$ cat src/sv/lrt_pkg.sv
// Shared constants, types and the micro-op table of the Lorenz RK4 tracker.
`timescale 1ns / 1ps

package lrt_pkg;

    // Fixed-point word format
    localparam int WORD_BITS = 48;
    localparam int FRAC_BITS = 36;
    localparam int HALF_BITS = WORD_BITS / 2;
    localparam int PROD_BITS = 2 * WORD_BITS;
    localparam int SSQ_BITS  = PROD_BITS + 2;
    localparam int ROOT_BITS = (SSQ_BITS + 2) / 2;
    localparam int COEF_BITS = 47;
    localparam int STEP_BITS = 37;
    localparam int CNT_BITS  = 32;

    // floor(x/6) = (x * H6_MAGIC) >> H6_SHIFT, exact for 37-bit x
    localparam int H6_SHIFT = 40;
    localparam logic [37:0] H6_MAGIC = 38'd183251937963;

    // Register reset values
    localparam logic [COEF_BITS-1:0] SIGMA_RST  = 47'd687194767360;
    localparam logic [COEF_BITS-1:0] RHO_RST    = 47'd1924145348608;
    localparam logic [COEF_BITS-1:0] BETA_RST   = 47'd183251937963;
    localparam logic [STEP_BITS-1:0] STEP_RST   = 37'd343597384;
    localparam logic [STEP_BITS-1:0] OFFSET_RST = 37'd687;

    // Register indexes
    localparam logic [2:0] CFG_SIGMA  = 3'd0;
    localparam logic [2:0] CFG_RHO    = 3'd1;
    localparam logic [2:0] CFG_BETA   = 3'd2;
    localparam logic [2:0] CFG_STEP   = 3'd3;
    localparam logic [2:0] CFG_OFFSET = 3'd4;

    // Modes
    localparam logic [1:0] MODE_LOAD   = 2'd0;
    localparam logic [1:0] MODE_WARM   = 2'd1;
    localparam logic [1:0] MODE_RECORD = 2'd2;

    typedef logic signed [WORD_BITS-1:0] t_word;

    // Micro-op program: 28 multiplies per RK4 step
    localparam int UOP_BITS = 5;
    localparam logic [UOP_BITS-1:0] UOP_LAST = 5'd27;

    typedef enum logic [3:0] {
        OPA_KX, OPA_KY, OPA_KZ, OPA_TX, OPA_TY, OPA_TZ, OPA_SIGMA, OPA_BETA, OPA_PX
    } t_opa;

    typedef enum logic [2:0] {
        OPB_H2, OPB_H, OPB_H6, OPB_YX, OPB_RZ, OPB_PY, OPB_PZ
    } t_opb;

    typedef enum logic [3:0] {
        DST_PX, DST_PY, DST_PZ, DST_KX, DST_KY, DST_TMP, DST_KZ, DST_SX, DST_SY, DST_SZ
    } t_dst;

    typedef enum logic [1:0] {
        ACC_NONE, ACC_SET, ACC_DBL, ACC_ONE
    } t_acc;

    typedef struct packed {
        t_opa opa;
        t_opb opb;
        t_dst dst;
        t_acc acc;
    } t_uop;

    // Derivative evaluation, four multiplies
    function automatic t_uop uop_deriv(input logic [1:0] n, input t_acc acc);
        t_uop u;
        begin
            u.acc = ACC_NONE;
            unique case (n)
                2'd0: begin u.opa = OPA_SIGMA; u.opb = OPB_YX; u.dst = DST_KX; end
                2'd1: begin u.opa = OPA_PX;    u.opb = OPB_RZ; u.dst = DST_KY; end
                2'd2: begin u.opa = OPA_PX;    u.opb = OPB_PY; u.dst = DST_TMP; end
                default: begin
                    u.opa = OPA_BETA; u.opb = OPB_PZ; u.dst = DST_KZ; u.acc = acc;
                end
            endcase
            return u;
        end
    endfunction

    // Stage point p = s + k*c
    function automatic t_uop uop_axpy(input logic [1:0] n, input t_opb c);
        t_uop u;
        begin
            u.opb = c;
            u.acc = ACC_NONE;
            unique case (n)
                2'd0:    begin u.opa = OPA_KX; u.dst = DST_PX; end
                2'd1:    begin u.opa = OPA_KY; u.dst = DST_PY; end
                default: begin u.opa = OPA_KZ; u.dst = DST_PZ; end
            endcase
            return u;
        end
    endfunction

    // Final update s = s + t*h/6
    function automatic t_uop uop_final(input logic [1:0] n);
        t_uop u;
        begin
            u.opb = OPB_H6;
            u.acc = ACC_NONE;
            unique case (n)
                2'd0:    begin u.opa = OPA_TX; u.dst = DST_SX; end
                2'd1:    begin u.opa = OPA_TY; u.dst = DST_SY; end
                default: begin u.opa = OPA_TZ; u.dst = DST_SZ; end
            endcase
            return u;
        end
    endfunction

    function automatic t_uop uop_decode(input logic [UOP_BITS-1:0] idx);
        t_uop u;
        begin
            unique case (idx)
                5'd0:  u = uop_deriv(2'd0, ACC_SET);
                5'd1:  u = uop_deriv(2'd1, ACC_SET);
                5'd2:  u = uop_deriv(2'd2, ACC_SET);
                5'd3:  u = uop_deriv(2'd3, ACC_SET);
                5'd4:  u = uop_axpy(2'd0, OPB_H2);
                5'd5:  u = uop_axpy(2'd1, OPB_H2);
                5'd6:  u = uop_axpy(2'd2, OPB_H2);
                5'd7:  u = uop_deriv(2'd0, ACC_DBL);
                5'd8:  u = uop_deriv(2'd1, ACC_DBL);
                5'd9:  u = uop_deriv(2'd2, ACC_DBL);
                5'd10: u = uop_deriv(2'd3, ACC_DBL);
                5'd11: u = uop_axpy(2'd0, OPB_H2);
                5'd12: u = uop_axpy(2'd1, OPB_H2);
                5'd13: u = uop_axpy(2'd2, OPB_H2);
                5'd14: u = uop_deriv(2'd0, ACC_DBL);
                5'd15: u = uop_deriv(2'd1, ACC_DBL);
                5'd16: u = uop_deriv(2'd2, ACC_DBL);
                5'd17: u = uop_deriv(2'd3, ACC_DBL);
                5'd18: u = uop_axpy(2'd0, OPB_H);
                5'd19: u = uop_axpy(2'd1, OPB_H);
                5'd20: u = uop_axpy(2'd2, OPB_H);
                5'd21: u = uop_deriv(2'd0, ACC_ONE);
                5'd22: u = uop_deriv(2'd1, ACC_ONE);
                5'd23: u = uop_deriv(2'd2, ACC_ONE);
                5'd24: u = uop_deriv(2'd3, ACC_ONE);
                5'd25: u = uop_final(2'd0);
                5'd26: u = uop_final(2'd1);
                default: u = uop_final(2'd2);
            endcase
            return u;
        end
    endfunction

endpackage

$ cat src/sv/lrt_mul.sv
// Shared multiplier: 48x48 magnitude product from four 24x24 partial products.
`timescale 1ns / 1ps

module lrt_mul (
    input  logic                              i_clk,
    input  logic                              i_rst_n,
    input  logic                              i_start,
    input  logic [lrt_pkg::WORD_BITS-1:0]     i_mag_a,
    input  logic [lrt_pkg::WORD_BITS-1:0]     i_mag_b,
    input  logic                              i_neg,
    output logic                              o_done,
    output logic [lrt_pkg::PROD_BITS-1:0]     o_prod,
    output lrt_pkg::t_word                    o_fx
);

    localparam int W = lrt_pkg::WORD_BITS;
    localparam int H = lrt_pkg::HALF_BITS;
    localparam int P = lrt_pkg::PROD_BITS;
    localparam int F = lrt_pkg::FRAC_BITS;
    localparam int Q = P + 1 - F;

    logic [W-1:0]    r_a, r_b;
    logic            r_neg;
    logic [P-1:0]    r_acc;
    logic [2*H-1:0]  r_pp;
    logic [1:0]      r_ppsh;
    logic            r_ppv;
    logic [2:0]      r_ph;
    logic            r_busy;
    logic            r_done;
    lrt_pkg::t_word  r_fx;

    logic [H-1:0]    w_ha, w_hb;
    logic [P-1:0]    w_ppx;
    logic [P:0]      w_rnd;
    logic [Q-1:0]    w_q;
    logic [W-1:0]    w_qn;
    lrt_pkg::t_word  w_fx;

    // partial product select: phase bit 1 picks the half of a, bit 0 the half of b
    assign w_ha = r_ph[1] ? r_a[W-1:H] : r_a[H-1:0];
    assign w_hb = r_ph[0] ? r_b[W-1:H] : r_b[H-1:0];

    // align the registered partial product
    always_comb begin
        case (r_ppsh)
            2'd0:    w_ppx = {{(P-2*H){1'b0}}, r_pp};
            2'd1:    w_ppx = {{(P-3*H){1'b0}}, r_pp, {H{1'b0}}};
            default: w_ppx = {r_pp, {(P-2*H){1'b0}}};
        endcase
    end

    // round half away from zero, apply sign, saturate
    always_comb begin
        w_rnd = {1'b0, r_acc} + ((P+1)'(1) << (F - 1));
        w_q   = w_rnd[P:F];
        w_qn  = ~w_q[W-1:0] + W'(1);
        if (!r_neg) begin
            if (w_q[Q-1:W-1] != '0) w_fx = {1'b0, {(W-1){1'b1}}};
            else                    w_fx = w_q[W-1:0];
        end else begin
            if (w_q[Q-1:W] != '0 || (w_q[W-1] && w_q[W-2:0] != '0))
                w_fx = {1'b1, {(W-1){1'b0}}};
            else
                w_fx = w_qn;
        end
    end

    always_ff @(posedge i_clk) begin
        if (!i_rst_n) begin
            r_busy <= 1'b0;
            r_done <= 1'b0;
            r_ppv  <= 1'b0;
            r_ph   <= 3'd0;
        end else begin
            r_done <= 1'b0;
            if (i_start) begin
                r_a    <= i_mag_a;
                r_b    <= i_mag_b;
                r_neg  <= i_neg;
                r_acc  <= '0;
                r_ph   <= 3'd0;
                r_ppv  <= 1'b0;
                r_busy <= 1'b1;
            end else if (r_busy) begin
                // four multiply phases, then drain, then round
                if (r_ph <= 3'd3) begin
                    r_pp   <= w_ha * w_hb;
                    r_ppsh <= 2'({1'b0, r_ph[1]} + {1'b0, r_ph[0]});
                    r_ppv  <= 1'b1;
                end else begin
                    r_ppv <= 1'b0;
                end
                if (r_ppv) r_acc <= r_acc + w_ppx;
                if (r_ph == 3'd5) begin
                    r_fx   <= w_fx;
                    r_done <= 1'b1;
                    r_busy <= 1'b0;
                end
                r_ph <= r_ph + 3'd1;
            end
        end
    end

    assign o_done = r_done;
    assign o_prod = r_acc;
    assign o_fx   = r_fx;

endmodule

$ cat config.mk
export PLATFORM = sky130hd
export DESIGN_NAME = lrt_mul
export DESIGN_NICKNAME = d
export VERILOG_FILES = /design/src/sv/lrt_pkg.sv /design/src/sv/lrt_mul.sv
export SDC_FILE = /design/constraint.sdc
export NUM_CORES = 2
export LEC_CHECK = 0
export BUFFER_PORTS_ARGS = -buffer_cell sky130_fd_sc_hd__clkbuf_2
export CORE_AREA = 2 2 259 261
export CTS_BUF_LIST = sky130_fd_sc_hd__clkbuf_4 sky130_fd_sc_hd__clkbuf_8
export DETAILED_ROUTE_END_ITERATION = 10
export DIE_AREA = 0 0 261 263
export PLACE_DENSITY = 0.85
export SYNTH_ARGS = -nofsm -noshare
export SYNTH_HDL_FRONTEND = slang
export SYNTH_SLANG_ARGS = --single-unit
$ cat constraint.sdc
create_clock -name i_clk -period 15.5 [get_ports i_clk]
set_input_delay 1.55 -clock i_clk [delete_from_list [all_inputs] [get_ports i_clk]]
set_output_delay 1.55 -clock i_clk [all_outputs]
set_load 0.005 [all_outputs]
* Word-level counts from Yosys, hierarchy flattened *
Cells that the tools add are included.

word-level totals
  input bits = 100
  register bits = 297

operators by class
  reductions and logical operators = 14
  multipliers = 1
  eq/ne operators = 2
  muxes and demuxes = 13
  add/sub/neg operators = 5
  $lt $le $gt $ge = 1
  bitwise operators = 4

operators by type and width
  kind                                                             count
  two-way mux 96 bit                                               2
  one-hot mux 96 bit (2 select lines)                              1
  two-way mux 48 bit                                               3
  adder 96 x 36 -> 97 bit (second input constant)                  1
  adder 96 bit                                                     1
  adder 48 x 1 -> 48 bit (second input constant)                   1
  multiplier 24 x 24 -> 48 bit                                     1
  two-way mux 24 bit                                               2
  NOT 48 bit                                                       1
  nonzero test 47 bit                                              1
  nonzero test 14 bit                                              1
  nonzero test 13 bit                                              1
  AND reduction 4 bit                                              2
  two-way mux 1 bit                                                5
  nonzero test 2 bit                                               2
  adder 3 x 1 -> 3 bit (second input constant)                     1
  equality test 3 bit (second input constant)                      1
  less-or-equal comparator 3 x 2 -> 1 bit (second input constant)  1
  NOT 1 bit                                                        3
  AND reduction 3 bit                                              1
  OR reduction 3 bit                                               1
  adder 1 x 1 -> 2 bit                                             1
  equality test 2 x 1 -> 1 bit (second input constant)             1
  zero test 2 bit                                                  1
  4 further kinds                                                  4

* Longest topological paths before layout *
  word-level depth = 6
  depth in mapped cells = 31
  gate-level depth less buffers = 28

* Least setup slack after synthesis *
Ideal clock, no wire load.

  path type = register to register
  from = register r_ph[0]
  to = register r_pp[46], data pin
  stages on the path, launching flop included = 28
  path buffers = 3
  data arrival time = 8.133 ns
  required time = 15.242 ns
  path slack = 7.110 ns
  path through = dfxtp_1 > clkbuf_1 > clkbuf_1 > buf_1 > mux2i_1 > nor2_1 > fa_1 > inv_1 > fa_1 > inv_1 > fa_1 > fa_1 > fa_1 > fa_1 > inv_1 > fa_1 > inv_1 > ha_1 > and3_1 > nand2_1 > or4b_2 > a31oi_1 > a31oi_1 > o21ai_0 > a311oi_1 > o21ai_0 > a21oi_1 > xnor2_1

on the way
  word-level cells in the longest chain between the ends = 2

ends and longest elaborated chain
  item                          line            text
  from (decl)                   lrt_mul.sv:28   logic [2:0] r_ph;
  from (signal assigned)        lrt_mul.sv:100  r_ph <= r_ph + 3'd1;
  two-way mux 24 bit            lrt_mul.sv:42   assign w_hb = r_ph[0] ? r_b[W-1:H] : r_b[H-1:0];
  multiplier 24 x 24 -> 48 bit  lrt_mul.sv:88   r_pp <= w_ha * w_hb;
  to (signal assigned)          lrt_mul.sv:88
  to (decl)                     lrt_mul.sv:25   logic [2*H-1:0] r_pp;

Every way passes these cells.
A chain may end at the register's enable or synchronous reset.

* Worst setup path in the final report *
  from = register r_ph[1]
  to = register r_pp[47], data pin

on the way
  word-level cells in the longest chain between the ends = 2

ends and longest elaborated chain
  item                          line           text
  two-way mux 24 bit            lrt_mul.sv:41  assign w_ha = r_ph[1] ? r_a[W-1:H] : r_a[H-1:0];
  multiplier 24 x 24 -> 48 bit  lrt_mul.sv:88

Every way passes these cells.

==> metrics <==
status finished, violations left; failing checks DRC, capacitance limit, slew limit; Syn Area/Cell 9.007 um^2; clk_lat worst skew 0.72 ns; internal reg-to-reg setup slack 5.96 ns; row count 94; DR pass1 iterations 11; Post-route DRC 2; vias in the first global route 32320; num ports 245; Req. time, crit path 15.92 ns; Die Width 261 um; total CTS buffers 54; clock skew 0.07235 ns; worst r2r src r_ph[1]$_SDFFE_PN0P_; Filler Cell Count 5359; Post-synth EDFFs 291; initial antenna violation count 1; H-tree Lvls 2; GRT Resource Usage Total 0.3473; fraction of layout cells with a size suffix above 1 0.1077; Die Span Y 263 um; crit path kind reg -> reg; Final Hold Fails 0; register area share after synthesis 0.2268; first-pass GRT wire length 182100 um; RSZ-0062 raised after global routing false; drt total wl 119700 um; Area Growth Syn to Fin 7.953%; Synth area leaders fa_1 25%, edfxtp_1 22%, ha_1 8.8%, inv_1 5.8%, nor2_1 4.9%; WP data arrival 9.96 ns; Synth top cells by count 606 x inv_1, 511 x nor2_1, 497 x nand2_1; grt total ovfl 0; Least-Margin Pin Slew 1.526 ns; Critical Path End r_pp[47]$_DFFE_PP_; Synth cell types 85; yosys warns 0; fin crit share 0.6153; routed len/inst 22.22 um; Synth area leader fa_1; DR iter-0 viols 3918; Sink Count 297; Port Buffers 244; hold crit path type reg -> reg; startpoint types flop; via count 32880; synthesized instance count 4337; share of the synthesized area in the top cell type 0.2475; Starting Density 0.5952; worst r2r path cells 24; CP max FO 48; Netlist Area Pre-Place 39060 um^2; full die area 68640 um^2; Final TNS setup 0 ns; vias per inst 6.100; Post-DRT Antenna Nets 0; dpl hpwl 93120 um; pin count of the biggest net entering global routing 97; Setup crit start r_ph[1]$_SDFFE_PN0P_; Multi-input gate area 27220 um^2; endpoints failing setup 0; flip-flop and latch area 8861 um^2; count leader, synth inv_1; ys async rst share 0; Fmax 104.9 MHz; clk slew on worst S/H paths 0.06 ns; CTS Hold Bufs 0; crit end category flop; CTS resizes 0; root buf cell clkbuf_8; capturing point of the worst reg2reg path r_pp[47]$_DFFE_PP_; max_slew headroom -0.03759; fin. max-slew vios 13; Net Count, Synth 5194; final worst path period need 9.537 ns; # Post-CTS Setup Buffers 0; CTS tree done; MaxCap Viol Count 1; Nets 5339; main flop type after synthesis edfxtp_1; core footprint 65630 um^2; Max Root-Sink Buffers 3; RePlAce Congestion 1.023; register bit total from synthesis 297
## per-stage QoR
| step | setup slack (ns) | instances | hold WS [ns] | cell area (um^2) | utilization |
|---|---|---|---|---|---|
| global placement | 6.317 | 5290 | 0.4729 | 40990 | 0.6246 |
| finish | 5.963 | 5390 | 0.4888 | 42170 | 0.6426 |
| CTS | 6.148 | 5387 | 0.4876 | 42160 | 0.6425 |
| global route | 5.554 | 5388 | 0.5213 | 42170 | 0.6425 |
| floorplan | 7.110 | 4337 | 0.4564 | 39070 | - |
| detailed placement | 6.152 | 5290 | 0.4776 | 40990 | 0.6246 |
## routing by layer
metal  up-vias  share of wire  GRT usage
met5         -              0          0
met4         0          0.077     0.2115
met3       528           0.11    0.09157
met2      2023           0.45     0.5481
met1     15670           0.36     0.4260
li1      14660              -          -
## cell usage in the layout (no fill, tap or decap), types with 124 or more instances in the layout
cell type	synthesis	layout
inv_1	606	606
nor2_1	511	509
nand2_1	497	497
fa_1	483	483
edfxtp_1	291	291
ha_1	274	274
clkbuf_2	0	243
a21oi_1	229	229
o21ai_0	146	146
a21o_1	124	124
## cell type report
type,count,area share
Multi-Input combinational cell,3235,0.6455
Sequential cell,297,0.2101
Tap cell,864,0.02563
Inverter,606,0.05394
Timing Repair Buffer,288,0.03685
Clock buffer,60,0.01869
Clock inverter,37,0.009079
Antenna cell,3,0.0001780
## cell families after synthesis
family | after synthesis | share of synthesized area
flops | 297 | 0.2268
xor+xnor | 172 | 0.03856
fa+ha+maj | 757 | 0.3353
compound gates | 707 | 0.1142
simple gates | 1455 | 0.1681
buf+inv | 805 | 0.07847
mux | 144 | 0.03869
## critical path, cell delays in order (launching register included)
cell and delay, ns:
dfxtp_2 0.36, buf_4 0.62, mux2i_2 1.30, nor2_1 0.15
fa_1 0.54, inv_1 0.05, fa_1 0.47, inv_1 0.05
fa_1 0.50, fa_1 0.54, fa_1 0.53, fa_1 0.57
inv_1 0.06, fa_1 0.53, inv_1 0.04, ha_1 0.37
a21oi_1 0.15, o21ai_0 0.12, o41ai_1 0.70, o21ai_0 0.20
a21oi_1 0.44, o21ai_0 0.24, nor4_1 0.39, o41ai_1 0.17
xnor2_1 0.14
## worst min-delay path by stage
stage	slack, ns	from	cells past startpoint	end
global route	0.52	r_ppv$_SDFFE_PN0P_	2	r_ppv$_SDFFE_PN0P_
finish	0.49	r_ppv$_SDFFE_PN0P_	2	r_ppv$_SDFFE_PN0P_
global placement	0.47	r_ppv$_SDFFE_PN0P_	2	r_ppv$_SDFFE_PN0P_
floorplan	0.46	r_ppv$_SDFFE_PN0P_	2	r_ppv$_SDFFE_PN0P_
CTS	0.49	r_ppv$_SDFFE_PN0P_	2	r_ppv$_SDFFE_PN0P_
detailed placement	0.48	r_ppv$_SDFFE_PN0P_	2	r_ppv$_SDFFE_PN0P_
## sequential cells by signal, indices dropped and copies added, names as in the netlist
register,count
o_fx,48
r_a,48
r_pp,48
r_ph,3
r_b,48
o_prod,96
r_ppsh,2
r_busy,1
r_ppv,1
r_neg,1
o_done,1
Power is left out: the tool's default activity adds up to more than one toggle a clock period on the data nets, which glitch-free logic cannot reach.
