### src/sv/lrt_pkg.sv
// Shared constants, types and the micro-op table of the Lorenz RK4 tracker.
`timescale 1ns / 1ps

package lrt_pkg;

    // Fixed-point word format
    localparam int WORD_BITS = 48;
    localparam int FRAC_BITS = 36;
    localparam int HALF_BITS = WORD_BITS / 2;
    localparam int PROD_BITS = 2 * WORD_BITS;
    localparam int SSQ_BITS  = PROD_BITS + 2;
    localparam int ROOT_BITS = (SSQ_BITS + 2) / 2;
    localparam int COEF_BITS = 47;
    localparam int STEP_BITS = 37;
    localparam int CNT_BITS  = 32;

    // floor(x/6) = (x * H6_MAGIC) >> H6_SHIFT, exact for 37-bit x
    localparam int H6_SHIFT = 40;
    localparam logic [37:0] H6_MAGIC = 38'd183251937963;

    // Register reset values
    localparam logic [COEF_BITS-1:0] SIGMA_RST  = 47'd687194767360;
    localparam logic [COEF_BITS-1:0] RHO_RST    = 47'd1924145348608;
    localparam logic [COEF_BITS-1:0] BETA_RST   = 47'd183251937963;
    localparam logic [STEP_BITS-1:0] STEP_RST   = 37'd343597384;
    localparam logic [STEP_BITS-1:0] OFFSET_RST = 37'd687;

    // Register indexes
    localparam logic [2:0] CFG_SIGMA  = 3'd0;
    localparam logic [2:0] CFG_RHO    = 3'd1;
    localparam logic [2:0] CFG_BETA   = 3'd2;
    localparam logic [2:0] CFG_STEP   = 3'd3;
    localparam logic [2:0] CFG_OFFSET = 3'd4;

    // Modes
    localparam logic [1:0] MODE_LOAD   = 2'd0;
    localparam logic [1:0] MODE_WARM   = 2'd1;
    localparam logic [1:0] MODE_RECORD = 2'd2;

    typedef logic signed [WORD_BITS-1:0] t_word;

    // Micro-op program: 28 multiplies per RK4 step
    localparam int UOP_BITS = 5;
    localparam logic [UOP_BITS-1:0] UOP_LAST = 5'd27;

    typedef enum logic [3:0] {
        OPA_KX, OPA_KY, OPA_KZ, OPA_TX, OPA_TY, OPA_TZ, OPA_SIGMA, OPA_BETA, OPA_PX
    } t_opa;

    typedef enum logic [2:0] {
        OPB_H2, OPB_H, OPB_H6, OPB_YX, OPB_RZ, OPB_PY, OPB_PZ
    } t_opb;

    typedef enum logic [3:0] {
        DST_PX, DST_PY, DST_PZ, DST_KX, DST_KY, DST_TMP, DST_KZ, DST_SX, DST_SY, DST_SZ
    } t_dst;

    typedef enum logic [1:0] {
        ACC_NONE, ACC_SET, ACC_DBL, ACC_ONE
    } t_acc;

    typedef struct packed {
        t_opa opa;
        t_opb opb;
        t_dst dst;
        t_acc acc;
    } t_uop;

    // Derivative evaluation, four multiplies
    function automatic t_uop uop_deriv(input logic [1:0] n, input t_acc acc);
        t_uop u;
        begin
            u.acc = ACC_NONE;
            unique case (n)
                2'd0: begin u.opa = OPA_SIGMA; u.opb = OPB_YX; u.dst = DST_KX; end
                2'd1: begin u.opa = OPA_PX;    u.opb = OPB_RZ; u.dst = DST_KY; end
                2'd2: begin u.opa = OPA_PX;    u.opb = OPB_PY; u.dst = DST_TMP; end
                default: begin
                    u.opa = OPA_BETA; u.opb = OPB_PZ; u.dst = DST_KZ; u.acc = acc;
                end
            endcase
            return u;
        end
    endfunction

    // Stage point p = s + k*c
    function automatic t_uop uop_axpy(input logic [1:0] n, input t_opb c);
        t_uop u;
        begin
            u.opb = c;
            u.acc = ACC_NONE;
            unique case (n)
                2'd0:    begin u.opa = OPA_KX; u.dst = DST_PX; end
                2'd1:    begin u.opa = OPA_KY; u.dst = DST_PY; end
                default: begin u.opa = OPA_KZ; u.dst = DST_PZ; end
            endcase
            return u;
        end
    endfunction

    // Final update s = s + t*h/6
    function automatic t_uop uop_final(input logic [1:0] n);
        t_uop u;
        begin
            u.opb = OPB_H6;
            u.acc = ACC_NONE;
            unique case (n)
                2'd0:    begin u.opa = OPA_TX; u.dst = DST_SX; end
                2'd1:    begin u.opa = OPA_TY; u.dst = DST_SY; end
                default: begin u.opa = OPA_TZ; u.dst = DST_SZ; end
            endcase
            return u;
        end
    endfunction

    function automatic t_uop uop_decode(input logic [UOP_BITS-1:0] idx);
        t_uop u;
        begin
            unique case (idx)
                5'd0:  u = uop_deriv(2'd0, ACC_SET);
                5'd1:  u = uop_deriv(2'd1, ACC_SET);
                5'd2:  u = uop_deriv(2'd2, ACC_SET);
                5'd3:  u = uop_deriv(2'd3, ACC_SET);
                5'd4:  u = uop_axpy(2'd0, OPB_H2);
                5'd5:  u = uop_axpy(2'd1, OPB_H2);
                5'd6:  u = uop_axpy(2'd2, OPB_H2);
                5'd7:  u = uop_deriv(2'd0, ACC_DBL);
                5'd8:  u = uop_deriv(2'd1, ACC_DBL);
                5'd9:  u = uop_deriv(2'd2, ACC_DBL);
                5'd10: u = uop_deriv(2'd3, ACC_DBL);
                5'd11: u = uop_axpy(2'd0, OPB_H2);
                5'd12: u = uop_axpy(2'd1, OPB_H2);
                5'd13: u = uop_axpy(2'd2, OPB_H2);
                5'd14: u = uop_deriv(2'd0, ACC_DBL);
                5'd15: u = uop_deriv(2'd1, ACC_DBL);
                5'd16: u = uop_deriv(2'd2, ACC_DBL);
                5'd17: u = uop_deriv(2'd3, ACC_DBL);
                5'd18: u = uop_axpy(2'd0, OPB_H);
                5'd19: u = uop_axpy(2'd1, OPB_H);
                5'd20: u = uop_axpy(2'd2, OPB_H);
                5'd21: u = uop_deriv(2'd0, ACC_ONE);
                5'd22: u = uop_deriv(2'd1, ACC_ONE);
                5'd23: u = uop_deriv(2'd2, ACC_ONE);
                5'd24: u = uop_deriv(2'd3, ACC_ONE);
                5'd25: u = uop_final(2'd0);
                5'd26: u = uop_final(2'd1);
                default: u = uop_final(2'd2);
            endcase
            return u;
        end
    endfunction

endpackage

### src/sv/lrt_sqrt.sv
// Bit-serial integer square root, one result bit per cycle, saturated to 48 bits.
`timescale 1ns / 1ps

module lrt_sqrt (
    input  logic                              i_clk,
    input  logic                              i_rst_n,
    input  logic                              i_start,
    input  logic [lrt_pkg::SSQ_BITS-1:0]      i_rad,
    output logic                              o_done,
    output logic [lrt_pkg::WORD_BITS-1:0]     o_root
);

    localparam int R  = lrt_pkg::ROOT_BITS;
    localparam int RB = 2 * R;
    localparam int W  = lrt_pkg::WORD_BITS;

    logic [RB-1:0]  r_rad;
    logic [R+1:0]   r_rem;
    logic [R-1:0]   r_root;
    logic [5:0]     r_cnt;
    logic           r_busy;
    logic           r_done;

    logic [R+3:0]   w_remx;
    logic [R+3:0]   w_trial;
    logic [R+3:0]   w_diff;
    logic           w_ge;

    // one restoring step
    assign w_remx  = {r_rem, r_rad[RB-1:RB-2]};
    assign w_trial = {2'b00, r_root, 2'b01};
    assign w_ge    = (w_remx >= w_trial);
    assign w_diff  = w_remx - w_trial;

    always_ff @(posedge i_clk) begin
        if (!i_rst_n) begin
            r_busy <= 1'b0;
            r_done <= 1'b0;
            r_cnt  <= 6'd0;
        end else begin
            r_done <= 1'b0;
            if (i_start) begin
                r_rad  <= {{(RB-lrt_pkg::SSQ_BITS){1'b0}}, i_rad};
                r_rem  <= '0;
                r_root <= '0;
                r_cnt  <= 6'd0;
                r_busy <= 1'b1;
            end else if (r_busy) begin
                r_rad  <= {r_rad[RB-3:0], 2'b00};
                r_rem  <= w_ge ? w_diff[R+1:0] : w_remx[R+1:0];
                r_root <= {r_root[R-2:0], w_ge};
                if (r_cnt == 6'(R - 1)) begin
                    r_busy <= 1'b0;
                    r_done <= 1'b1;
                end
                r_cnt <= r_cnt + 6'd1;
            end
        end
    end

    assign o_done = r_done;
    assign o_root = (r_root[R-1:W] != '0) ? {W{1'b1}} : r_root[W-1:0];

endmodule
### config.mk
export PLATFORM = sky130hd
export DESIGN_NAME = lrt_sqrt
export DESIGN_NICKNAME = d
export VERILOG_FILES = /design/src/sv/lrt_pkg.sv /design/src/sv/lrt_sqrt.sv
export SDC_FILE = /design/constraint.sdc
export NUM_CORES = 1
export LEC_CHECK = 0
export ABC_AREA = 1
export BUFFER_PORTS_ARGS = -buffer_cell sky130_fd_sc_hd__buf_2
export CAP_MARGIN = 30
export CORE_AREA = 2 2 170 172
export DETAILED_ROUTE_END_ITERATION = 10
export DIE_AREA = 0 0 172 174
export PLACE_DENSITY = 0.69
export SLEW_MARGIN = 5
export SYNTH_ARGS = -nofsm -noshare
export SYNTH_HDL_FRONTEND = slang
export SYNTH_SLANG_ARGS = --single-unit
### constraint.sdc
create_clock -name i_clk -period 17.69 [get_ports i_clk]
set_input_delay 1.769 -clock i_clk [delete_from_list [all_inputs] [get_ports i_clk]]
set_output_delay 1.769 -clock i_clk [all_outputs]
set_load 0.1 [all_outputs]
=== Word level (Yosys, flattened, before mapping) ===
Cells that the tools add are included.

* Word-level logic and storage cells: 28
* Bits of input ports: 101
* Output and inout bits: 49
* Register bits after elaboration: 210

* Multiplexer cells: 10
* $lt $le $gt $ge: 1
* $add $sub $neg: 2
* Bitwise gates (word level): 2
* Eq/ne operators: 1
* Reduce and logical (&&, ||, !) cells: 5

{| class="wikitable"
|+ Operator list
! cell !! number
|-
| 2-to-1 mux 52 bit || 2
|-
| 2-to-1 mux 100 bit || 1
|-
| 2-to-1 mux 98 bit || 1
|-
| >= comparator 54 x 52 -> 1 bit || 1
|-
| subtractor 52 bit || 1
|-
| 2-to-1 mux 50 bit || 1
|-
| 2-to-1 mux 48 bit || 1
|-
| adder 6 x 1 -> 6 bit, second input constant || 1
|-
| == test 6 bit, second input constant || 1
|-
| 2-to-1 mux 1 bit || 4
|-
| nonzero test 2 bit || 2
|-
| OR reduction 3 bit || 1
|-
| NOT 1 bit || 2
|-
| AND reduction 2 bit || 1
|-
| OR reduction 2 bit || 1
|}

=== Depth between registers and ports, before layout ===
Gate-level depths: netlist of run 1.

* Depth after elaboration: 4
* Mapped depth: 17
* Mapped depth without buffers: 17

=== Worst setup path before layout of run 1 ===
No wires, ideal clock.

* Path kind: input -> register
* Start: input port i_start
* End: register r_rad[0], enable pin
* Required time: 16.856 ns
* Buffers on the path: 2
* Setup time: 0.834 ns
* Stages: 4
* Setup slack: 4.714 ns
* Arrival: 12.142 ns
* Cell sequence: clkbuf_1 > clkinv_1 > clkbuf_1 > a21oi_1

* Word-level cells in the longest chain between the ends: 2

{| class="wikitable"
|+ Ends and longest elaborated chain
! what !! RTL line !! RTL
|-
| from (decl) || lrt_sqrt.sv:7 || <nowiki>input logic i_start,</nowiki>
|-
| nonzero test 2 bit (no line) || - ||
|-
| AND reduction 2 bit (no line) || - ||
|-
| to (signal assigned) || lrt_sqrt.sv:43 || <nowiki>r_rad <= {{(RB-lrt_pkg::SSQ_BITS){1'b0}}, i_rad};</nowiki>
|-
| to (signal assigned) || lrt_sqrt.sv:49 || <nowiki>r_rad <= {r_rad[RB-3:0], 2'b00};</nowiki>
|-
| to (decl) || lrt_sqrt.sv:17 || <nowiki>logic [RB-1:0] r_rad;</nowiki>
|}

Every way passes these cells.
A chain may end at the register's enable or synchronous reset.

=== Worst setup path after layout of run 1 ===
* Start: register r_rem[32]
* End: register r_rem[42], data pin

* Word-level cells in the longest chain between the ends: 3
* Elaborated cells on any way between the ends: 4
* Classes of those cells: 1 x add/sub; 1 x order compare; 2 x mux

{| class="wikitable"
|+ Ends and longest elaborated chain
! what !! RTL line !! RTL
|-
| from (decl) || lrt_sqrt.sv:18 || <nowiki>logic [R+1:0] r_rem;</nowiki>
|-
| from (signal assigned) || lrt_sqrt.sv:50 || <nowiki>r_rem <= w_ge ? w_diff[R+1:0] : w_remx[R+1:0];</nowiki>
|-
| subtractor 52 bit / >= comparator 54 x 52 -> 1 bit (equally long branches) || lrt_sqrt.sv:33, lrt_sqrt.sv:32 ||
|-
| 2-to-1 mux 52 bit (*) || lrt_sqrt.sv:50 ||
|-
| 2-to-1 mux 52 bit (*) || lrt_sqrt.sv:48 || <nowiki>end else if (r_busy) begin</nowiki>
|}

Mark *: on every way between the ends. The rest lies on a longest branch, timed or not. The select of a mux whose other input is x is not followed.

==> impl_results.md, run 1 <==
* Vias per inst at 4.83
* Row count at between 60 and 70
* Worst-skew pair later-pin latency at ~0.52 ns
* Post-DP HPWL at 26100 um
* Hold WS at about 0.46 ns
* Slew Limit Fails at 0
* Clock-pin slew on the worst setup and hold paths at around 0.060 ns
* Skew final at a little over 0.01 ns
* WL final at approximately 35000 um
* First-pass GRT wire length at between 50000 and 60000 um
* DIE AREA at about 0.030 sq mm
* Final Cycle Share at between 20 and 25%
* Run status: finished, final reports clean
* Combinational family with the most area after synthesis: simple AND/OR/NAND/NOR gates
* Mapped Cells at between 1500 and 2000
* Global placement routability congestion at about 0.99
* Residual DRC count at 0
* Post-Route Setup TNS at 0 ns
* Worst-Margin Slew at between 1 and 1.5 ns
* Synth Area in Adders at 4.88%
* IO Pins at 150
* # Max-Cap Violations at 0
* Post_cts resized at 0
* Final Hold Vio Count at 0
* ANT cells at 0
* Reg2Reg Setup Slack at 13.80 ns
* Required @ worst endpoint at ~18 ns
* PortBufs at about 150
* Setup Buffers After CTS at 0
* Vias in the first global route at between 10000 and 15000
* Final setup viols at 0
* Hold Path Class: reg -> reg
* Clock buffer count from CTS at 23
* Synth Area in Simple Gates at a little over a third
* Peak VDD IR at just under 0.07 mV
* Critical path peak fanout at between 80 and 90
* Final WS setup at between 10 and 15 ns
* Post-synthesis sequential area ratio at 44.9%
* Synth Area in Compound Gates at 2.04%
* Max-slew headroom at between 20% and 30%
* Post-synth top area share at ~44%
* RSZ-0062 raised after global routing: no
* WS Path Type: reg -> reg
* Post-Syn Area at approximately 0.014 sq mm
* Vias post-DR at approximately 12000
* Core ar. at roughly 0.028 sq mm
* Wire per inst at 14.0 um
* Layout Nets at 2252
* Largest area contributor in the netlist: edfxtp_1
* Synth warnings at 0
* Share of layout cells above drive strength 1 at 10.7%
* CTS Root Cell: clkbuf_16
* Leak pwr at ~8.3 nW
* Multiplexer area fraction after synthesis at 0%
* Grt ovf at 0
* Number of distinct library cells after synthesis at 37
* Total GRT Usage at a little under a quarter
* Filler instances at between 2000 and 3000
* Clock Path Buffers at 3
* CP Capture Type: register
* Die Y-Extent at between 150 and 200 um
* Starting Density at between 40 and 50%
* CP arrival at between 4 and 5 ns
* DR WL met3 at around 2100 um
* Register bit total from synthesis at 210
* TritonCTS clock tree: built
* Die width at ~170 um
* Pin count of the biggest net entering global routing at 204
* Avg Cell Area, Syn at a little over 7 sq um
* H-Tree Depth at 1
* Area Growth Syn to Fin at 13.6%
* DRT antenna net count at 0
* Top cells by area, synth: edfxtp_1, nand2_1, inv_1, nor2_1, ha_1
* Crit path launch type: register
* Fmax at approximately 260 MHz
* Initial antenna violation count at 0
* Top Metal Used: met4
* Met2 WL post-DR at 15500 um
* Syn Nets at around 2100
* Clock Sink Count at 210
* Pwr/cell area at approximately 100 mW/mm^2
* Placed Cells at about 2500
* Post-Synth XOR/XNOR Area at around 1.6%
* Finished Layout Cells at between 2000 and 2500
* M1 WL at 16400 um
* Drt initial violations at about 900
* TritonRoute pass-1 iters at 5
* Post-placement setup slack at approximately 14 ns
* Minimum clock period after layout at roughly 4 ns
* Number of hold buffers added after cts at 0
[state kept, by name, summed over array words and instances (netlist names)]
name	flops
r_rem	52
o_done	1
r_root	50
r_rad	100
r_busy	1
r_cnt	6
[power by group]
| group | internal (mW) | total (mW) | switching, mW |
|---|---|---|---|
| logic | 0.130 | 0.430 | 0.301 |
| registers | 0.597 | 0.612 | 0.0150 |
| clock network | 0.316 | 0.512 | 0.196 |
| total | 1.04 | 1.55 | 0.511 |
[final cells by class]
type / count / area (sq um) / area share [%]
clock buffer: 28 / 604 / 3.84
clock inverter: 14 / 200 / 1.27
inverter: 335 / 1260 / 8.01
multi-input combinational: 1371 / 6130 / 39.0
sequential: 210 / 6230 / 39.6
tap: 384 / 480 / 3.05
timing repair buffer: 156 / 833 / 5.29
[worst max-delay path, cell delays in order (launching register included)]
cell and delay [ns]:
edfxtp_1 0.39, ha_1 0.39, nand2_2 0.13, nor2_2 0.19, nand2_1 0.12, inv_2 0.07
nand2_1 0.09, nor2_1 0.20, nand4_1 0.13, nand3_2 0.10, buf_4 0.66, nand2_1 0.79
nand2_1 0.26, nand2_1 0.10, inv_1 0.06
[worst paths after layout]
path	startpoint	endpoint	cells after the start
setup / recovery	r_rem[32]	r_rem[42]	14
setup reg to reg	r_rem[32]	r_rem[42]	14
hold / removal	r_cnt[5]	r_cnt[5]	1
hold reg to reg	r_cnt[5]	r_cnt[5]	1
[cells by family (layout without fill, tap and decap cells)]
group	after synthesis	after routing
compound gates	51	51
xor+xnor	26	26
simple gates	1240	1240
buf+inv	385	533
fa+ha+maj	54	54
flops	210	210
[Yosys cell counts]
library cell / instances
inv_1: 328
dfxtp_1: 8
nor2_4: 3
nand3_2: 3
a211oi_1: 1
ha_1: 54
nor2_1: 201
nand4_1: 15
o21a_1: 2
nand3b_4: 1
inv_2: 6
nor3_2: 3
nor3_1: 11
edfxtp_1: 202
a21oi_2: 2
o21ai_0: 7
buf_12: 1
buf_6: 3
buf_1: 7
nand2_1: 917
buf_2: 5
buf_8: 2
a21o_1: 1
clkinv_1: 1
clkbuf_1: 32
and2_2: 1
a21oi_1: 34
and2_1: 2
o21bai_1: 4
nand3_1: 63
or2_2: 1
xnor2_1: 25
nor4b_1: 1
xor2_1: 1
nor2_2: 9
nand2_2: 3
nand3b_1: 6
[layer usage]
| metal | vias up | track usage [%] |
|---|---|---|
| li1 | 6263 | - |
| met1 | 5423 | 34.3 |
| met2 | 322 | 37.2 |
| met3 | 51 | 3.85 |
| met4 | 0 | 6.13 |
| met5 | - | 0 |
[through the flow]
step	area, sq um	util [%]	power (mW)
final	15700	55.7	1.55
after global routing	15700	55.7	1.64
after detailed placement	14900	52.9	1.05
after CTS	15700	55.7	1.56
after floorplan	13900	-	0.955
after global placement	14900	52.8	1.04
[placed cells by master, fill, tap and decap left out, types with 2 or more instances in the layout]
cell type  instances
nand2_1          917
inv_1            328
edfxtp_1         202
nor2_1           200
buf_2            148
nand3_1           63
ha_1              54
a21oi_1           33
xnor2_1           25
clkbuf_16         23
nand4_1           15
nor3_1            11
nor2_2             9
dfxtp_1            8
o21ai_0            7
inv_2              6
nand3b_1           6
buf_4              6
clkinv_2           5
bufinv_16          5
nor2_4             4
o21bai_1           4
clkbuf_1           4
nand2_2            3
nor3_2             3
nand3_2            3
a21oi_2            2
and2_1             2
o21a_1             2
clkinv_1           2
Power figures use the tool's default switching activity.
==> inputs of run 2 (changes only) <==
Settings changed: PLACE_DENSITY 0.69 to 0.72.
Clock period 17.69 ns to 3.2 ns, I/O delays scaled along.
==> impl_results.md, run 2 (synthesized netlist as in run 1, its figures left out) <==
* IO Pins at 150 (unchanged)
* Run status: finished, final reports clean
* Final setup viols at 0 (unchanged)
* Pin count of the biggest net entering global routing at 89 (-56%)
* Vias per inst at 4.82 (about the same)
* Global placement routability congestion at 0.992 (+0.71%)
* WL final at 36100 um (+3.4%)
* Row count at 62 (unchanged)
* CP arrival at 2.93 ns (-1.35 ns)
* # Max-Cap Violations at 0 (unchanged)
* Hold Path Class: in -> reg
* Max-slew headroom at 42.0% (+19 points)
* Utilization after layout at 55.9% (+0.20 points)
* Setup Buffers After CTS at 0 (unchanged)
* Initial antenna violation count at 0 (unchanged)
* Core ar. at 0.0282 sq mm (unchanged)
* Final Hold Vio Count at 0 (unchanged)
* Residual DRC count at 0 (unchanged)
* Clock Sink Count at 210 (unchanged)
* CP Capture Type: register
* Vias in the first global route at 11800 (+3.9%)
* Multi-input logic area at 0.00613 sq mm (unchanged)
* Largest regs: r_rad (100), r_rem (52), r_root (50)
* Leak pwr at 8.29 nW (+0.28%)
* PortBufs at 149 (unchanged)
* Minimum clock period after layout at 2.65 ns (-1.24 ns)
* WS Path Type: reg -> reg
* DIE AREA at 0.0299 sq mm (unchanged)
* Most common cell after layout, fill and taps aside: nand2_1
* First-pass GRT wire length at 58800 um (+3.2%)
* Drt initial violations at 840 (-4.7%)
* ANT cells at 0 (unchanged)
* Sequential cell area at 0.00623 sq mm (unchanged)
* Number of hold buffers added after cts at 0 (unchanged)
* H-Tree Depth at 1 (unchanged)
* Slew Limit Fails at 0 (unchanged)
* Total GRT Usage at 24.7% (+0.92 points)
* Largest register FFs at 100 (unchanged)
* Final Cycle Share at 82.8% (+61 points)
* Post_cts resized at 0 (unchanged)
* Post-placement setup slack at 0.579 ns (-13.33 ns)
* Area Growth Syn to Fin at 14.0%
* TritonCTS clock tree: built
* DRT antenna net count at 0 (unchanged)
* Clock buffer count from CTS at 23 (unchanged)
* Layout Nets at 2259 (+0.31%)
* Hold WS at 0.0572 ns (-0.406 ns)
* Clock-pin slew on the worst setup and hold paths at 0.06 ns (about the same)
* Worst-Margin Slew at 0.869 ns (-0.290 ns)
* Starting Density at 49.1% (unchanged)
* Post-DP HPWL at 28100 um (+7.6%)
* CTS Root Cell: clkbuf_16
* TritonRoute pass-1 iters at 7 (+2)
* Die width at 172 um (unchanged)
* Filler instances at 2773 (-1.9%)
* Pwr/cell area at 538 mW/mm^2 (+440%)
* Critical path peak fanout at 42 (-51%)
* Grt ovf at 0 (unchanged)
* Reg with most FFs: r_rad
* Commonest non-fill, non-tap cells in the layout: nand2_1, inv_1, edfxtp_1
* Share of layout cells above drive strength 1 at 10.8% (+0.064 points)
* Worst-skew pair later-pin latency at 0.52 ns (about the same)
* Fmax at 377 MHz (+47%)
* Required @ worst endpoint at 3.48 ns (-14.60 ns)
* Final WS setup at 0.551 ns (-13.25 ns)
* Die Y-Extent at 174 um (unchanged)
* Clock Path Buffers at 3 (unchanged)
* Peak VDD IR at 0.340 mV (+400%)
* Vias post-DR at 12100 (+0.16%)
* Skew final at 0.00758 ns (-0.00269 ns)
* Wire per inst at 14.4 um (+3.2%)
* RSZ-0062 raised after global routing: no
* Crit path launch type: register
run 2: cell types whose count changed in the layout (fill, tap and decap cells not counted), sizes merged:
cell / delta
bufinv: -2
buf: +7
clkbuf: +6
inv: -1
clkinv: -4
run 2: area by class of cell:
cell class                 instances  share of cell area [%]
tap                              384                    3.04
multi-input combinational       1371                    38.8
timing repair buffer             163                    5.80
sequential                       210                    39.4
clock inverter                     7                   0.697
inverter                         335                    8.04
clock buffer                      34                    4.16
run 2: critical path: stages (launching register included):
cell	delay [ns]
edfxtp_1	0.39
ha_1	0.40
nand2_1	0.11
inv_1	0.08
nand2_1	0.15
nor3_2	0.19
nand2_1	0.12
nor2_1	0.15
nand4_1	0.13
nand3_2	0.16
buf_12	0.22
nand3_1	0.16
nand2_1	0.10
inv_1	0.03
run 2: worst paths after layout:
path	slack, ns	depth (start not counted)	endpoint	start
max	0.55	13	r_rem[42]	r_rem[40]
min	0.06	3	r_rad[0]	i_rad[0]
max reg2reg	0.55	13	r_rem[42]	r_rem[40]
min reg2reg	0.46	1	r_cnt[5]	r_cnt[5]
run 2: through the flow:
step / total power [mW] / std cells / instance area, sq um / TNS (ns)
after detailed placement: 5.84 / 2463 / 15000 / 0
after floorplan: 5.24 / 1966 / 13900 / -263.43
final: 8.50 / 2504 / 15800 / 0
after CTS: 8.56 / 2504 / 15800 / 0
after global placement: 5.80 / 2463 / 15000 / 0
after global routing: 9.00 / 2504 / 15800 / 0
run 2: where the power goes:
part	total [mW]	internal, mW	leakage, nW	switching (mW)
clock	2.71	1.65	0.372	1.06
sequential	3.38	3.30	2.03	0.0796
combinational	2.41	0.734	5.89	1.68
run 2: routing by layer:
layer / global-route usage [%] / wire (um) / vias to the layer above
met2: 40.0 / 16400 / 317
met5: 0 / 0 / -
met1: 34.9 / 16700 / 5439
li1: - / - / 6275
met3: 4.14 / 2360 / 47
met4: 5.18 / 657 / 0
==> inputs of run 3 (changes only) <==
Clock period 3.2 ns to 2.15 ns, I/O delays scaled along.
==> impl_results.md, run 3 (synthesized netlist as in run 1, its figures left out) <==
* Run status: finished, violations left
* Violated checks: negative setup slack
* Worst path top cell family by delay: simple AND/OR/NAND/NOR gates
* Worst-Margin Slew at 0.663 ns (-0.207 ns)
* Grt ovf at 0 (unchanged)
* Slew Limit Fails at 0 (unchanged)
* Global placement routability congestion at 0.952 (-4.1%)
* Layout Nets at 2723 (+21%)
* Initial antenna violation count at 1 (+1)
* IO Pins at 150 (unchanged)
* Vias in the first global route at 14100 (+20%)
* Most common cell after layout, fill and taps aside: nand2_1
* Final setup viols at 53 (+53)
* Final Hold Vio Count at 0 (unchanged)
* Area Growth Syn to Fin at 54.2%
* First-pass GRT wire length at 70600 um (+20%)
* TritonRoute pass-1 iters at 8 (+1)
* Die Y-Extent at 174 um (unchanged)
* Pin count of the biggest net entering global routing at 152 (+71%)
* Reg2reg end: r_rem[27]
* Row count at 62 (unchanged)
* Commonest non-fill, non-tap cells in the layout: nand2_1, buf_4, inv_1
* Hold depth at 3 (unchanged)
* Placed Cells at 2766 (+12%)
* Power share of the clock group at 26.4% (-5.5 points)
* Minimum clock period after layout at 2.49 ns (-0.158 ns)
* Core ar. at 0.0282 sq mm (unchanged)
* Clock Path Buffers at 3 (unchanged)
* Vias per inst at 5.01 (+3.9%)
* Drt initial violations at 1065 (+27%)
* Worst-skew pair later-pin latency at 0.54 ns (+0.02 ns)
* Hold endpoint: r_rad[45]
* H-Tree Depth at 1 (unchanged)
* Clock buffer count from CTS at 24 (+4.3%)
* Reg power frac at 33.7% (-6.0 points)
* Leak pwr at 10.9 nW (+31%)
* Clock Sink Count at 210 (unchanged)
* Required @ worst endpoint at 2.45 ns (-1.03 ns)
* Final Cycle Share at 116% (+33 points)
* Peak VDD IR at 0.629 mV (+85%)
* Switching portion of total power at 35.0% (+1.9 points)
* Crit path launch type: register
* Max-slew headroom at 55.8% (+14 points)
* Worst path slowest cell: edfxtp_1
* Share of layout cells above drive strength 1 at 34.0% (+23 points)
* Met1 global-route usage at 39.3% (+4.4 points)
* FF-to-FF Start: r_rem[26]
* Reg with most FFs: r_rad
* Largest register FFs at 100 (unchanged)
* CP arrival at 2.79 ns (-0.14 ns)
* Post-DP HPWL at 29500 um (+5.1%)
* GR peak layer: met2
* Pwr/cell area at 708 mW/mm^2 (+31%)
* CP dominant cell by count: buf_12
* Hold WS at 0.0467 ns (-0.0104 ns)
* Die width at 172 um (unchanged)
* WP buf/inv at 5 (+2)
* Hold Path Class: in -> reg
* Filler instances at 2018 (-27%)
* Hold path start: i_rad[45]
* Psw at 5.29 mW (+88%)
* Total GRT Usage at 30.0% (+5.4 points)
* WL final at 48800 um (+35%)
* Fmax at 401 MHz (+6.3%)
* # Max-Cap Violations at 0 (unchanged)
* Cell Chain, Critical Path: ha_4, nand2_4, nor2_4, buf_4, inv_2, nor2_4, nand2_2, nor3_4, nand2_4, nand3_4, buf_12, buf_12, buf_12, nand2_2, nand2_1, nor2_1
* Residual DRC count at 0 (unchanged)
* TritonCTS clock tree: built
* Critical path peak fanout at 7 (-83%)
* Worst Reg-to-Reg Cells at 16 (+3)
* Slowest cell delay on critical path at 0.49 ns (+0.09 ns)
* WS Path Type: reg -> reg
* Reg2Reg Setup Slack at -0.34 ns (-0.89 ns)
* GR Util met3 at 4.08% (-0.068 points)
* Starting Density at 49.1% (unchanged)
* CTS Root Cell: clkbuf_16
* RSZ-0062 raised after global routing: yes
* Final WS setup at -0.341 ns (-0.892 ns)
* Met2 Use GR at 51.8% (+12 points)
* Power Internal at 9.83 mW (+73%)
* Gate power share at 39.9% (+12 points)
* CP Capture Type: register
* Skew final at 0.0112 ns (+0.00365 ns)
* Wire per inst at 16.5 um (+14%)
* WP depth at 16 (+3)
* Finished Layout Cells at 2967 (+18%)
* DIE AREA at 0.0299 sq mm (unchanged)
* Vias post-DR at 14900 (+23%)
* PortBufs at 149 (unchanged)
* DRT antenna net count at 0 (unchanged)
* Clock-pin slew on the worst setup and hold paths at 0.06 ns (about the same)
* Largest regs: r_rad (100), r_rem (52), r_root (50)
run 3: changes by cell type in the layout (fill, tap and decap cells not counted), moves of 36 or more:
cell and delta:
buf_4 +358, dlygate4sd3_1 +96, buf_2 -36, nor2_1 -50, ha_1 -41, nand2_2 +94, ha_4 +41, nand2_1 -113
run 3: stage by stage:
stage / TNS [ns] / area [sq um] / util [%] / worst slack (ns) / power, mW
2_1_floorplan: -455.26 / 13900 / - / -2.24 / 7.80
3_3_place_gp: -15.88 / 17400 / 61.5 / -0.374 / 9.62
3_5_place_dp: -16.58 / 17400 / 61.5 / -0.401 / 9.70
4_1_cts: -12.54 / 19800 / 70.2 / -0.319 / 14.1
5_1_grt: -20.03 / 21400 / 75.7 / -0.476 / 15.8
6_report: -15.17 / 21400 / 75.7 / -0.341 / 15.1
run 3: worst max path at each step:
stage | startpoint | end | slack [ns]
2_1_floorplan | i_start | r_rad[0] | -2.24
3_3_place_gp | r_rem[17] | r_rem[42] | -0.37
3_5_place_dp | r_rem[43] | r_rem[19] | -0.40
4_1_cts | r_rem[38] | r_rem[38] | -0.32
5_1_grt | r_root[13] | r_rem[36] | -0.48
6_report | r_rem[26] | r_rem[27] | -0.34
run 3: what timing repair did:
action,in CTS,in global routing
pin swaps,48,89
cloned,0,6
setup endpoints to repair,53,54
gates resized for setup,120,318
hold buffers,95,1
hold endpoints to repair,95,1
setup buffers,18,42
run 3: area by class of cell:
class                   instances  area, sq um  share of cell area, %
inverters                     335         1270                   5.94
repair buffers                626         5020                   23.5
well taps                     384          480                   2.25
clock inverters                14          129                  0.603
flip-flops and latches        210         6230                   29.1
multi-input cells            1371         7630                   35.7
diodes                          1         2.50                 0.0117
clock buffers                  26          608                   2.85
run 3: per-layer routing:
metal,routed length (um),part of all wire [%]
met5,0,0
met4,1590,3.3
met3,3380,6.9
met2,24000,49
met1,19800,41
run 3: worst min-delay path, stage by stage:
cell     delay, ns
buf_2         0.10
nand2_1       0.06
nand2_1       0.10
run 3: power groups by stage:
stage / combinational (mW) / sequential [mW] / clock, mW
final: 6.04 / 5.09 / 3.99
after global routing: 6.52 / 5.11 / 4.16
after CTS: 5.08 / 5.06 / 4.01
after detailed placement: 4.59 / 5.11 / 0
after global placement: 4.52 / 5.10 / 0
after floorplan: 2.70 / 5.10 / 0
